<file path="src/assert_macros.svh">
// Assertion macros shared by the option scanner RTL.
// Needs a clock named clock and a reset named reset in the including scope.
`ifndef ASSERT_MACROS_SVH
`define ASSERT_MACROS_SVH

`define DACS_ASSERT_ALWAYS(label, cond, msg) \
   label: assert property (@(posedge clock) disable iff (reset) (cond)) else $error(msg);

`define DACS_ASSERT_IMPLIES(label, pre, post, msg) \
   label: assert property (@(posedge clock) disable iff (reset) (pre) |-> (post)) \
      else $error(msg);

`endif

</file>
<file path="src/dacs_pkg.sv">
// Types and constants for the DHCP ACK option scanner.
// No dependencies; used by dacs_step and the top level.
package dacs_pkg;

   typedef enum logic [1:0] {
      PH_CODE,
      PH_LEN,
      PH_VAL
   } phase_type;

   localparam logic [7:0] OPT_PAD     = 8'd0;
   localparam logic [7:0] OPT_SUBNET  = 8'd1;
   localparam logic [7:0] OPT_ROUTER  = 8'd3;
   localparam logic [7:0] OPT_DNS     = 8'd6;
   localparam logic [7:0] OPT_LEASE   = 8'd51;
   localparam logic [7:0] OPT_RENEWAL = 8'd58;
   localparam logic [7:0] OPT_END     = 8'd255;

   localparam logic [2:0] KIND_SUBNET = 3'd0;
   localparam logic [2:0] KIND_ROUTER = 3'd1;
   localparam logic [2:0] KIND_DNS    = 3'd2;
   localparam logic [2:0] KIND_LEASE  = 3'd3;
   localparam logic [2:0] KIND_DONE   = 3'd4;

   localparam logic [31:0] LEASE_INFINITE = 32'hffff_ffff;
   localparam logic [9:0]  MS_PER_SEC     = 10'd1000;
   localparam logic [2:0]  VALUE_BYTES    = 3'd4;

   typedef struct packed {
      phase_type   phase;
      logic [7:0]  option_code;
      logic [7:0]  bytes_left;
      logic [31:0] value_acc;
      logic [2:0]  value_count;
      logic        finished;
   } scan_type;

   localparam scan_type SCAN_RESET = '{
      phase:       PH_CODE,
      option_code: 8'd0,
      bytes_left:  8'd0,
      value_acc:   32'd0,
      value_count: 3'd0,
      finished:    1'b0
   };

   typedef struct packed {
      logic [2:0]  kind;
      logic [31:0] value;
      logic        last;
   } result_type;

   typedef struct packed {
      logic [1:0] count;
      result_type res0;
      result_type res1;
   } step_out_type;

endpackage

</file>
<file path="src/dacs_if.sv">
// Valid/ready channel interfaces for the option scanner: byte input and result output.
// Depends on nothing; payload widths follow the scanner's field list.
interface dacs_req_if;
   logic       valid;
   logic       ready;
   logic [7:0] data_byte;
   logic       first_byte;
   logic       packet_end;

   modport source (output valid, output data_byte, output first_byte, output packet_end,
                   input ready);
   modport sink (input valid, input data_byte, input first_byte, input packet_end,
                 output ready);
endinterface

interface dacs_rsp_if;
   logic        valid;
   logic        ready;
   logic [2:0]  kind;
   logic [31:0] value;
   logic        last;

   modport source (output valid, output kind, output value, output last, input ready);
   modport sink (input valid, input kind, input value, input last, output ready);
endinterface

</file>
<file path="src/dacs_step.sv">
// Next-state and result logic of the option scanner for one byte.
// Depends on dacs_pkg.
module dacs_step (
   input  dacs_pkg::scan_type     cur_state,
   input  logic [7:0]             data_byte,
   input  logic                   first_byte,
   input  logic                   packet_end,
   output dacs_pkg::scan_type     nxt_state,
   output dacs_pkg::step_out_type step_out
);

   dacs_pkg::scan_type st;
   dacs_pkg::scan_type nxt;
   logic               emit_req;
   logic               done;
   logic               kind_hit;
   logic [2:0]         ekind;
   logic [31:0]        shifted;
   logic [41:0]        prod;
   logic [31:0]        evalue;
   logic               emit_valid;

   always_comb begin
      st       = first_byte ? dacs_pkg::SCAN_RESET : cur_state;
      nxt      = st;
      emit_req = 1'b0;
      done     = 1'b0;
      if (!st.finished) begin
         unique case (st.phase)
            dacs_pkg::PH_CODE: begin
               if (data_byte == dacs_pkg::OPT_END) begin
                  nxt.finished = 1'b1;
                  done         = 1'b1;
               end else if (data_byte != dacs_pkg::OPT_PAD) begin
                  nxt.option_code = data_byte;
                  nxt.phase       = dacs_pkg::PH_LEN;
               end
            end
            dacs_pkg::PH_LEN: begin
               nxt.bytes_left  = data_byte;
               nxt.value_acc   = 32'd0;
               nxt.value_count = 3'd0;
               if (data_byte == 8'd0) begin
                  emit_req  = 1'b1;
                  nxt.phase = dacs_pkg::PH_CODE;
               end else begin
                  nxt.phase = dacs_pkg::PH_VAL;
               end
            end
            default: begin
               if (st.value_count < dacs_pkg::VALUE_BYTES) begin
                  nxt.value_acc   = {st.value_acc[23:0], data_byte};
                  nxt.value_count = st.value_count + 3'd1;
               end
               nxt.bytes_left = st.bytes_left - 8'd1;
               if (nxt.bytes_left == 8'd0) begin
                  emit_req  = 1'b1;
                  nxt.phase = dacs_pkg::PH_CODE;
               end
            end
         endcase
         if (packet_end && !nxt.finished) begin
            if (nxt.phase != dacs_pkg::PH_CODE) begin
               if (nxt.phase == dacs_pkg::PH_LEN) begin
                  nxt.value_acc   = 32'd0;
                  nxt.value_count = 3'd0;
               end
               emit_req = 1'b1;
            end
            nxt.phase      = dacs_pkg::PH_CODE;
            nxt.bytes_left = 8'd0;
            nxt.finished   = 1'b1;
            done           = 1'b1;
         end
      end
   end

   always_comb begin
      kind_hit = 1'b1;
      ekind    = dacs_pkg::KIND_SUBNET;
      unique case (nxt.option_code)
         dacs_pkg::OPT_SUBNET:  ekind = dacs_pkg::KIND_SUBNET;
         dacs_pkg::OPT_ROUTER:  ekind = dacs_pkg::KIND_ROUTER;
         dacs_pkg::OPT_DNS:     ekind = dacs_pkg::KIND_DNS;
         dacs_pkg::OPT_LEASE:   ekind = dacs_pkg::KIND_LEASE;
         dacs_pkg::OPT_RENEWAL: ekind = dacs_pkg::KIND_LEASE;
         default:               kind_hit = 1'b0;
      endcase
   end

   // pad short values with zero low-order bytes
   always_comb begin
      unique case (nxt.value_count)
         3'd0:    shifted = 32'd0;
         3'd1:    shifted = {nxt.value_acc[7:0], 24'd0};
         3'd2:    shifted = {nxt.value_acc[15:0], 16'd0};
         3'd3:    shifted = {nxt.value_acc[23:0], 8'd0};
         default: shifted = nxt.value_acc;
      endcase
   end

   always_comb begin
      prod = {10'd0, shifted} * {32'd0, dacs_pkg::MS_PER_SEC};
      if (ekind == dacs_pkg::KIND_LEASE && shifted != dacs_pkg::LEASE_INFINITE) begin
         evalue = prod[31:0];
      end else begin
         evalue = shifted;
      end
   end

   always_comb begin
      emit_valid          = emit_req && kind_hit;
      step_out.count      = {1'b0, emit_valid} + {1'b0, done};
      step_out.res0.kind  = emit_valid ? ekind : dacs_pkg::KIND_DONE;
      step_out.res0.value = emit_valid ? evalue : 32'd0;
      step_out.res0.last  = !(emit_valid && done);
      step_out.res1.kind  = dacs_pkg::KIND_DONE;
      step_out.res1.value = 32'd0;
      step_out.res1.last  = 1'b1;
   end

   assign nxt_state = nxt;

endmodule

</file>
<file path="src/dhcp_ack_option_scanner.sv">
// DHCP ACK option scanner: one option byte per cycle while the output buffer has room.
// A byte with two results fills both output buffer slots; a later byte with results waits for room.
// A taken byte is held in the input register; its results are registered in the output buffer.
// Reset (synchronous, active high) clears scan state and all valid flags.
// Depends on dacs_pkg, dacs_if, dacs_step and assert_macros.svh.
`include "assert_macros.svh"

module dhcp_ack_option_scanner (
   input logic   clock,
   input logic   reset,
   dacs_req_if.sink   req_chan,
   dacs_rsp_if.source rsp_chan
);

   logic                   s1_valid_ff, s1_valid_in;
   logic [7:0]             s1_byte_ff;
   logic                   s1_first_ff;
   logic                   s1_end_ff;
   dacs_pkg::scan_type     scan_ff, scan_in;
   logic [1:0]             out_cnt_ff, out_cnt_in;
   dacs_pkg::result_type   out0_ff, out0_in;
   dacs_pkg::result_type   out1_ff, out1_in;
   dacs_pkg::step_out_type step_out;
   logic                   req_take;
   logic                   rsp_take;
   logic                   buf_free;
   logic                   advance;

   dacs_step u_step (
      .cur_state  (scan_ff),
      .data_byte  (s1_byte_ff),
      .first_byte (s1_first_ff),
      .packet_end (s1_end_ff),
      .nxt_state  (scan_in),
      .step_out   (step_out)
   );

   assign rsp_take = rsp_chan.valid && rsp_chan.ready;
   assign buf_free = (out_cnt_ff == 2'd0) || (out_cnt_ff == 2'd1 && rsp_chan.ready);
   assign advance  = s1_valid_ff && (step_out.count == 2'd0 || buf_free);
   assign req_chan.ready = !s1_valid_ff || advance;
   assign req_take = req_chan.valid && req_chan.ready;

   assign rsp_chan.valid = out_cnt_ff != 2'd0;
   assign rsp_chan.kind  = out0_ff.kind;
   assign rsp_chan.value = out0_ff.value;
   assign rsp_chan.last  = out0_ff.last;

   always_comb begin
      s1_valid_in = s1_valid_ff;
      if (req_take) begin
         s1_valid_in = 1'b1;
      end else if (advance) begin
         s1_valid_in = 1'b0;
      end
   end

   always_comb begin
      out_cnt_in = out_cnt_ff;
      out0_in    = out0_ff;
      out1_in    = out1_ff;
      if (advance && step_out.count != 2'd0) begin
         out_cnt_in = step_out.count;
         out0_in    = step_out.res0;
         out1_in    = step_out.res1;
      end else if (rsp_take) begin
         out_cnt_in = out_cnt_ff - 2'd1;
         out0_in    = out1_ff;
      end
   end

   always_ff @(posedge clock) begin
      if (reset) begin
         s1_valid_ff <= 1'b0;
         scan_ff     <= dacs_pkg::SCAN_RESET;
         out_cnt_ff  <= 2'd0;
      end else begin
         s1_valid_ff <= s1_valid_in;
         out_cnt_ff  <= out_cnt_in;
         if (advance) begin
            scan_ff <= scan_in;
         end
      end
   end

   always_ff @(posedge clock) begin
      if (req_take) begin
         s1_byte_ff  <= req_chan.data_byte;
         s1_first_ff <= req_chan.first_byte;
         s1_end_ff   <= req_chan.packet_end;
      end
      out0_ff <= out0_in;
      out1_ff <= out1_in;
   end

   `DACS_ASSERT_IMPLIES(a_pair_order, out_cnt_ff == 2'd2, !out0_ff.last && out1_ff.last, "result pair out of order")
   `DACS_ASSERT_IMPLIES(a_done_clean, rsp_chan.valid && rsp_chan.kind == dacs_pkg::KIND_DONE, rsp_chan.last && rsp_chan.value == 32'd0, "bad completion result")
   `DACS_ASSERT_IMPLIES(a_code_no_left, scan_ff.phase == dacs_pkg::PH_CODE, scan_ff.bytes_left == 8'd0, "value bytes left while expecting a code")
   `DACS_ASSERT_ALWAYS(a_cnt_range, out_cnt_ff != 2'd3, "output buffer overfilled")

endmodule
</file>
<file path="src/flat_wrapper.sv">
// flat-port wrapper written by rule: the top's interface ports become plain ports
module dhcp_ack_option_scanner_flat 
  (clock, reset, req_chan_valid, req_chan_data_byte, req_chan_first_byte, req_chan_packet_end, req_chan_ready, rsp_chan_valid, rsp_chan_kind, rsp_chan_value, rsp_chan_last, rsp_chan_ready);
  dacs_req_if req_chan_i ();
  dacs_rsp_if rsp_chan_i ();
  input logic clock;
  input logic reset;
  input wire logic [$bits(req_chan_i.valid)-1:0] req_chan_valid;
  input wire logic [$bits(req_chan_i.data_byte)-1:0] req_chan_data_byte;
  input wire logic [$bits(req_chan_i.first_byte)-1:0] req_chan_first_byte;
  input wire logic [$bits(req_chan_i.packet_end)-1:0] req_chan_packet_end;
  output wire logic [$bits(req_chan_i.ready)-1:0] req_chan_ready;
  output wire logic [$bits(rsp_chan_i.valid)-1:0] rsp_chan_valid;
  output wire logic [$bits(rsp_chan_i.kind)-1:0] rsp_chan_kind;
  output wire logic [$bits(rsp_chan_i.value)-1:0] rsp_chan_value;
  output wire logic [$bits(rsp_chan_i.last)-1:0] rsp_chan_last;
  input wire logic [$bits(rsp_chan_i.ready)-1:0] rsp_chan_ready;
  assign req_chan_i.valid = req_chan_valid;
  assign req_chan_i.data_byte = req_chan_data_byte;
  assign req_chan_i.first_byte = req_chan_first_byte;
  assign req_chan_i.packet_end = req_chan_packet_end;
  assign req_chan_ready = req_chan_i.ready;
  assign rsp_chan_valid = rsp_chan_i.valid;
  assign rsp_chan_kind = rsp_chan_i.kind;
  assign rsp_chan_value = rsp_chan_i.value;
  assign rsp_chan_last = rsp_chan_i.last;
  assign rsp_chan_i.ready = rsp_chan_ready;
  dhcp_ack_option_scanner u_core (.clock(clock), .reset(reset), .req_chan(req_chan_i), .rsp_chan(rsp_chan_i));
endmodule
</file>
<file path="config.mk">
export PLATFORM = sky130hd
export DESIGN_NAME = dhcp_ack_option_scanner_flat
export DESIGN_NICKNAME = d
export VERILOG_FILES = /design/src/dacs_pkg.sv /design/src/dacs_if.sv /design/src/dacs_step.sv /design/src/dhcp_ack_option_scanner.sv /design/src/flat_wrapper.sv
export VERILOG_INCLUDE_DIRS = /design/src /design/src/src
export SDC_FILE = /design/constraint.sdc
export NUM_CORES = 1
export LEC_CHECK = 0
export BUFFER_PORTS_ARGS = -buffer_cell sky130_fd_sc_hd__buf_4
export CORE_MARGIN = 1
export CORE_UTILIZATION = 40
export DETAILED_ROUTE_END_ITERATION = 10
export GPL_TIMING_DRIVEN = 0
export PLACE_DENSITY = 0.61
export SKIP_CTS_REPAIR_TIMING = 1
export SLEW_MARGIN = 20
export SYNTH_ARGS = -nofsm -noshare
export SYNTH_HDL_FRONTEND = slang
export SYNTH_HIERARCHICAL = 1
export SYNTH_SLANG_ARGS = --single-unit
</file>
<file path="constraint.sdc">
create_clock -name clock -period 24.1 [get_ports clock]
set_input_delay 2.41 -clock clock [delete_from_list [all_inputs] [get_ports clock]]
set_output_delay 2.41 -clock clock [all_outputs]
set_load 0.02 [all_outputs]
</file>
### Yosys cells after proc, flatten, opt, wreduce, memory -nomap -nowiden

Index checks and enable logic that the tools add are counted.

* word-level logic and storage cells: 101
* output and inout port bits: 38
* bits in registers: 103
* input bits: 14

* muxes and demuxes: 38
* multipliers: 1
* equality and inequality tests: 14
* $add $sub $neg: 4
* order comparisons: 1
* reductions and logical operators: 29

Operators by type and width (number)
* $pmux 32 s4: 1
* $mux 54: 2
* $mux 35: 3
* $pmux 43 s2: 1
* $mux 36: 2
* $mux 32: 2
* $mux 44: 1
* $mul 32x7->29 const B: 1
* $ne 32x32->1 const B: 1
* $mux 10: 2
* $eq 8x6->1 const B: 2
* $logic_not 8->1: 2
* $mux 1: 13
* $mux 2: 6
* $reduce_bool 2->1: 5
* $eq 3x2->1 const B: 3
* $logic_and 1x1->1: 9
* $eq 8x1->1 const B: 1
* $eq 8x2->1 const B: 1
* $eq 8x3->1 const B: 1
* $eq 8x8->1 const B: 1
* $mux 8: 1
* $reduce_bool 8->1: 1
* $sub 8x1->8 const B: 1
* other kinds (16): 24

### Longest topological paths before layout

* word-level depth: 22
* depth in mapped cells: 33
* depth with buffers taken out: 28

### Cells and area by module

Netlist, hierarchy kept.

Modules (own cells, without submodules)
* dacs_step: cells each 907, times used 1, area an instance 7008.0 um^2, sequential area each 0.0 um^2
* dhcp_ack_option_scanner: cells each 385, times used 1, area an instance 5475.3 um^2, sequential area each 3603.5 um^2

### Worst setup path after synthesis

Ideal clock, no wire load.

* path kind: register to register
* start: register u_core.s1_first_ff
* end: register u_core.out0_ff (netlist bit u_core/rsp_chan.value[31]), data pin
* data required time: 23840 ps
* path buffers: 6
* library setup time: 260 ps
* arrival time: 7622 ps
* cell stages (with the launch flop): 33
* setup slack: 16218 ps
* period minus slack after synthesis: 7882 ps
* cell sequence: edfxtp_1 buf_2 clkbuf_1 clkbuf_1 nor2b_1 ha_1 nand3_1 a21oi_1 a41oi_1 buf_2 buf_2 buf_1 nor2_1 nor2_1 ha_1 a21oi_1 fa_1 fa_1 fa_1 inv_1 ha_1 a21o_1 or2_2 a221oi_1 nand3_1 a211o_1 a21o_1 a21o_1 a31o_2 a31oi_1 xnor2_1 a211oi_2 mux2_2

RTL lines
* start: declaration: RTL line dhcp_ack_option_scanner.sv:17 `logic s1_first_ff;`
* start signal: assignment: RTL line dhcp_ack_option_scanner.sv:89 `s1_first_ff <= req_chan.first_byte;`
* end signal: assignment: RTL line dhcp_ack_option_scanner.sv:92 `out0_ff <= out0_in;`
* end: declaration: RTL line dhcp_ack_option_scanner.sv:21 `dacs_pkg::result_type out0_ff, out0_in;`

==> metrics <==
Critical Path RT=24290 ps; min Tclk post-route=roughly 9800 ps; Hold Path Class=reg -> reg; CP delay by family, top=compound AO/OA/AOI/OAI gates; Die W=178.7 µm; CTS buffer count=17; DR iter-0 viols=between 800 and 900; Least-Margin Pin Slew=~1000 ps; post-synthesis sequential area ratio=a little under 30%; largest net degree at the start of global routing=46; WP buf/inv=10; Adder-Cell Fraction of Synth Area=between 10% and 20%; antenna violations before repair=0; mux cell area share after synthesis=10.63%; ys flop type=edfxtp_1; Cells after Synth=~1300; drt drc=0; Netlist cell types=roughly 100; n_diodes=0; area post-placement=approximately 14000 µm²; run status=finished clean; Clock transition at path regs=approximately 70 ps; most frequent cell after synthesis=nand2_1; Sink Count=approximately 140; period utilisation layout=40.81%; H-Tree Depth=4; Clock Path Buffers=2; synth-to-layout area growth=13.03%; Core Rows=64; wire per inst=between 15 and 20 µm; Yosys top cell area share=roughly a fifth; largest cells by area after synthesis=edfxtp_1 20%, fa_1 13%, dfxtp_1 9.1%; Routed Antenna Nets=0; Vias=9676; Synthesis Warnings=6; CP Max Fanout=10; Final Skew=16.31 ps; Synth Area in Compound Gates=between 15 and 20%; main combinational cell family by area after synthesis=adder cells; Power per Cell Area=about 47 nW/µm²; Ports=52; xor/xnor share of the synthesized area=~3.4%; gp weighted congestion=0.9476; Pleak=~0.0057 µW; Final Max Tran Viols=0; CTS tree=built; Initial Util=slightly above 40%; nets=about 1600; core area=30670 µm²; Setup violations, final=0; maximum VDD drop=0.05861 mV; synthesized cell area=12480 µm²; overall power=663.7 µW; first-pass GRT wire length=between 50000 and 60000 µm; Fin. Hold Viols=0; Worst path slowest cell=nor2_1; crit path kind=reg -> reg; max-cap violation count=0; drt pass-1 iters=5; CP startpoint kind=register; GR Overflow Total=0; Simple-Gate Fraction of Synth Area=12.56%; number of global-route vias before repair=roughly 9700; Max stage delay on crit path=620 ps; Clock Latency Late Sink=450 ps; vias per inst=5.358; Critical Path End Type=register; layout cells sized above 1=between 10% and 20%; max_slew headroom=around 30%; gr usage total=22.15%; chip height=between 150 and 200 µm; Final TNS setup=0 ps; Synth area leader=edfxtp_1; async set-reset flop share out of synthesis=0%; fin cells=1806; Mean Syn Cell Area=9.662 µm²; Max Fclk=0.1017 GHz; DIE AREA=roughly 32000 µm²; FF+latch count, synth=about 140; RSZ-0062 raised after global routing=false; detailed placer's ending HPWL=between 20000 and 30000 µm; PortBufs=51; Post-synth EDFFs=around 80; Routed WL=33570 µm; WP data arrival=~10000 ps; post-route cell area=14110 µm²; placed insts=1774; CTS root buf=clkbuf_16; synth cell count leaders=184 x nand2_1, 147 x inv_1, 82 x edfxtp_1, 82 x fa_1, 81 x nor2_1
-- power breakdown --
| part | switching [µW] | internal, µW | total (µW) |
|---|---|---|---|
| logic | 63.8 | 48.3 | 112 |
| clock network | 113 | 157 | 270 |
| registers | 8.19 | 273 | 281 |
-- sequential cells by signal, summed over array words and instances, names as in the netlist --
signal / cells
u_core/rsp_chan.last: 1
u_core/scan_ff: 54
u_core/rsp_chan.kind: 3
u_core/s1_end_ff: 1
u_core/s1_valid_ff: 1
u_core/s1_first_ff: 1
u_core/rsp_chan.value: 32
u_core/out_cnt_ff: 2
u_core/out1_ff: 36
u_core/s1_byte_ff: 8
-- metrics by stage --
stage	util, %	hold WS (ps)	worst slack [ps]
final	46.01	457.9	14260
after global routing	46.01	480.9	13720
after CTS	46.01	459.4	14350
after detailed placement	44.05	448.7	14400
after global placement	43.98	441.9	14420
after floorplan	-	431.4	16220
-- path summary, 6_finish.rpt --
kind                            slack, ps  cells after the start                                  end                            start
worst max-delay path                14260                     32  u_core/rsp_chan.value[30]$_DFFE_PP_     u_core/s1_first_ff$_DFFE_PP_
worst max register to register      14260                     32  u_core/rsp_chan.value[30]$_DFFE_PP_     u_core/s1_first_ff$_DFFE_PP_
worst min-delay path                  460                      2      u_core/scan_ff[47]$_SDFFE_PP0P_  u_core/scan_ff[47]$_SDFFE_PP0P_
worst min register to register        460                      2      u_core/scan_ff[47]$_SDFFE_PP0P_  u_core/scan_ff[47]$_SDFFE_PP0P_
-- cell type report --
| cell class | count | area, µm² |
|---|---|---|
| fill | 2956 | 16560 |
| sequential | 139 | 3603 |
| multi-input combinational | 939 | 7737 |
| tap | 396 | 495.5 |
| timing repair buffer | 52 | 402.9 |
| buffer | 94 | 691.9 |
| inverter | 154 | 578.1 |
| clock inverter | 9 | 68.82 |
| clock buffer | 23 | 531.8 |
-- worst min-delay path, cell delays in order (launching register included) --
cell	delay [ps]
dfxtp_1	310
nand2_1	50
mux2i_1	50
-- placed cells by master (no fill, tap or decap), types with 11 or more instances in the layout --
master | synthesis | final
mux2_4 | 29 | 29
ha_1 | 57 | 57
nor2_1 | 81 | 81
a211oi_2 | 13 | 13
nand3_1 | 11 | 11
mux2i_1 | 79 | 79
inv_1 | 147 | 147
xor2_1 | 14 | 14
xnor2_1 | 32 | 32
dfxtp_1 | 57 | 57
buf_2 | 11 | 11
buf_4 | 40 | 91
edfxtp_1 | 82 | 82
a21o_1 | 13 | 13
o21ai_0 | 41 | 41
a21oi_1 | 48 | 48
conb_1 | 2 | 36
fa_1 | 82 | 82
a22o_1 | 18 | 18
clkbuf_16 | 0 | 20
nand2_1 | 184 | 184
clkbuf_1 | 26 | 27
-- kinds of logic after synthesis --
logic type,after synthesis
adders and majority gates,140
other,2
DFF,139
muxes,117
buffers and inverters,248
xor gates and xnor gates,47
and+or+nand+nor,348
AOI/OAI and AO/OA,251
-- metal layers --
layer  track usage (%)  share of wire [%]  vias up
met2             34.87                 46      331
met1             30.51                 47     4699
met3             4.262                5.6       45
met4             6.992                2.0        0
met5                 0                  0        -
li1                  -                  -     4601
No activity file was read; power rests on OpenSTA's default activity.
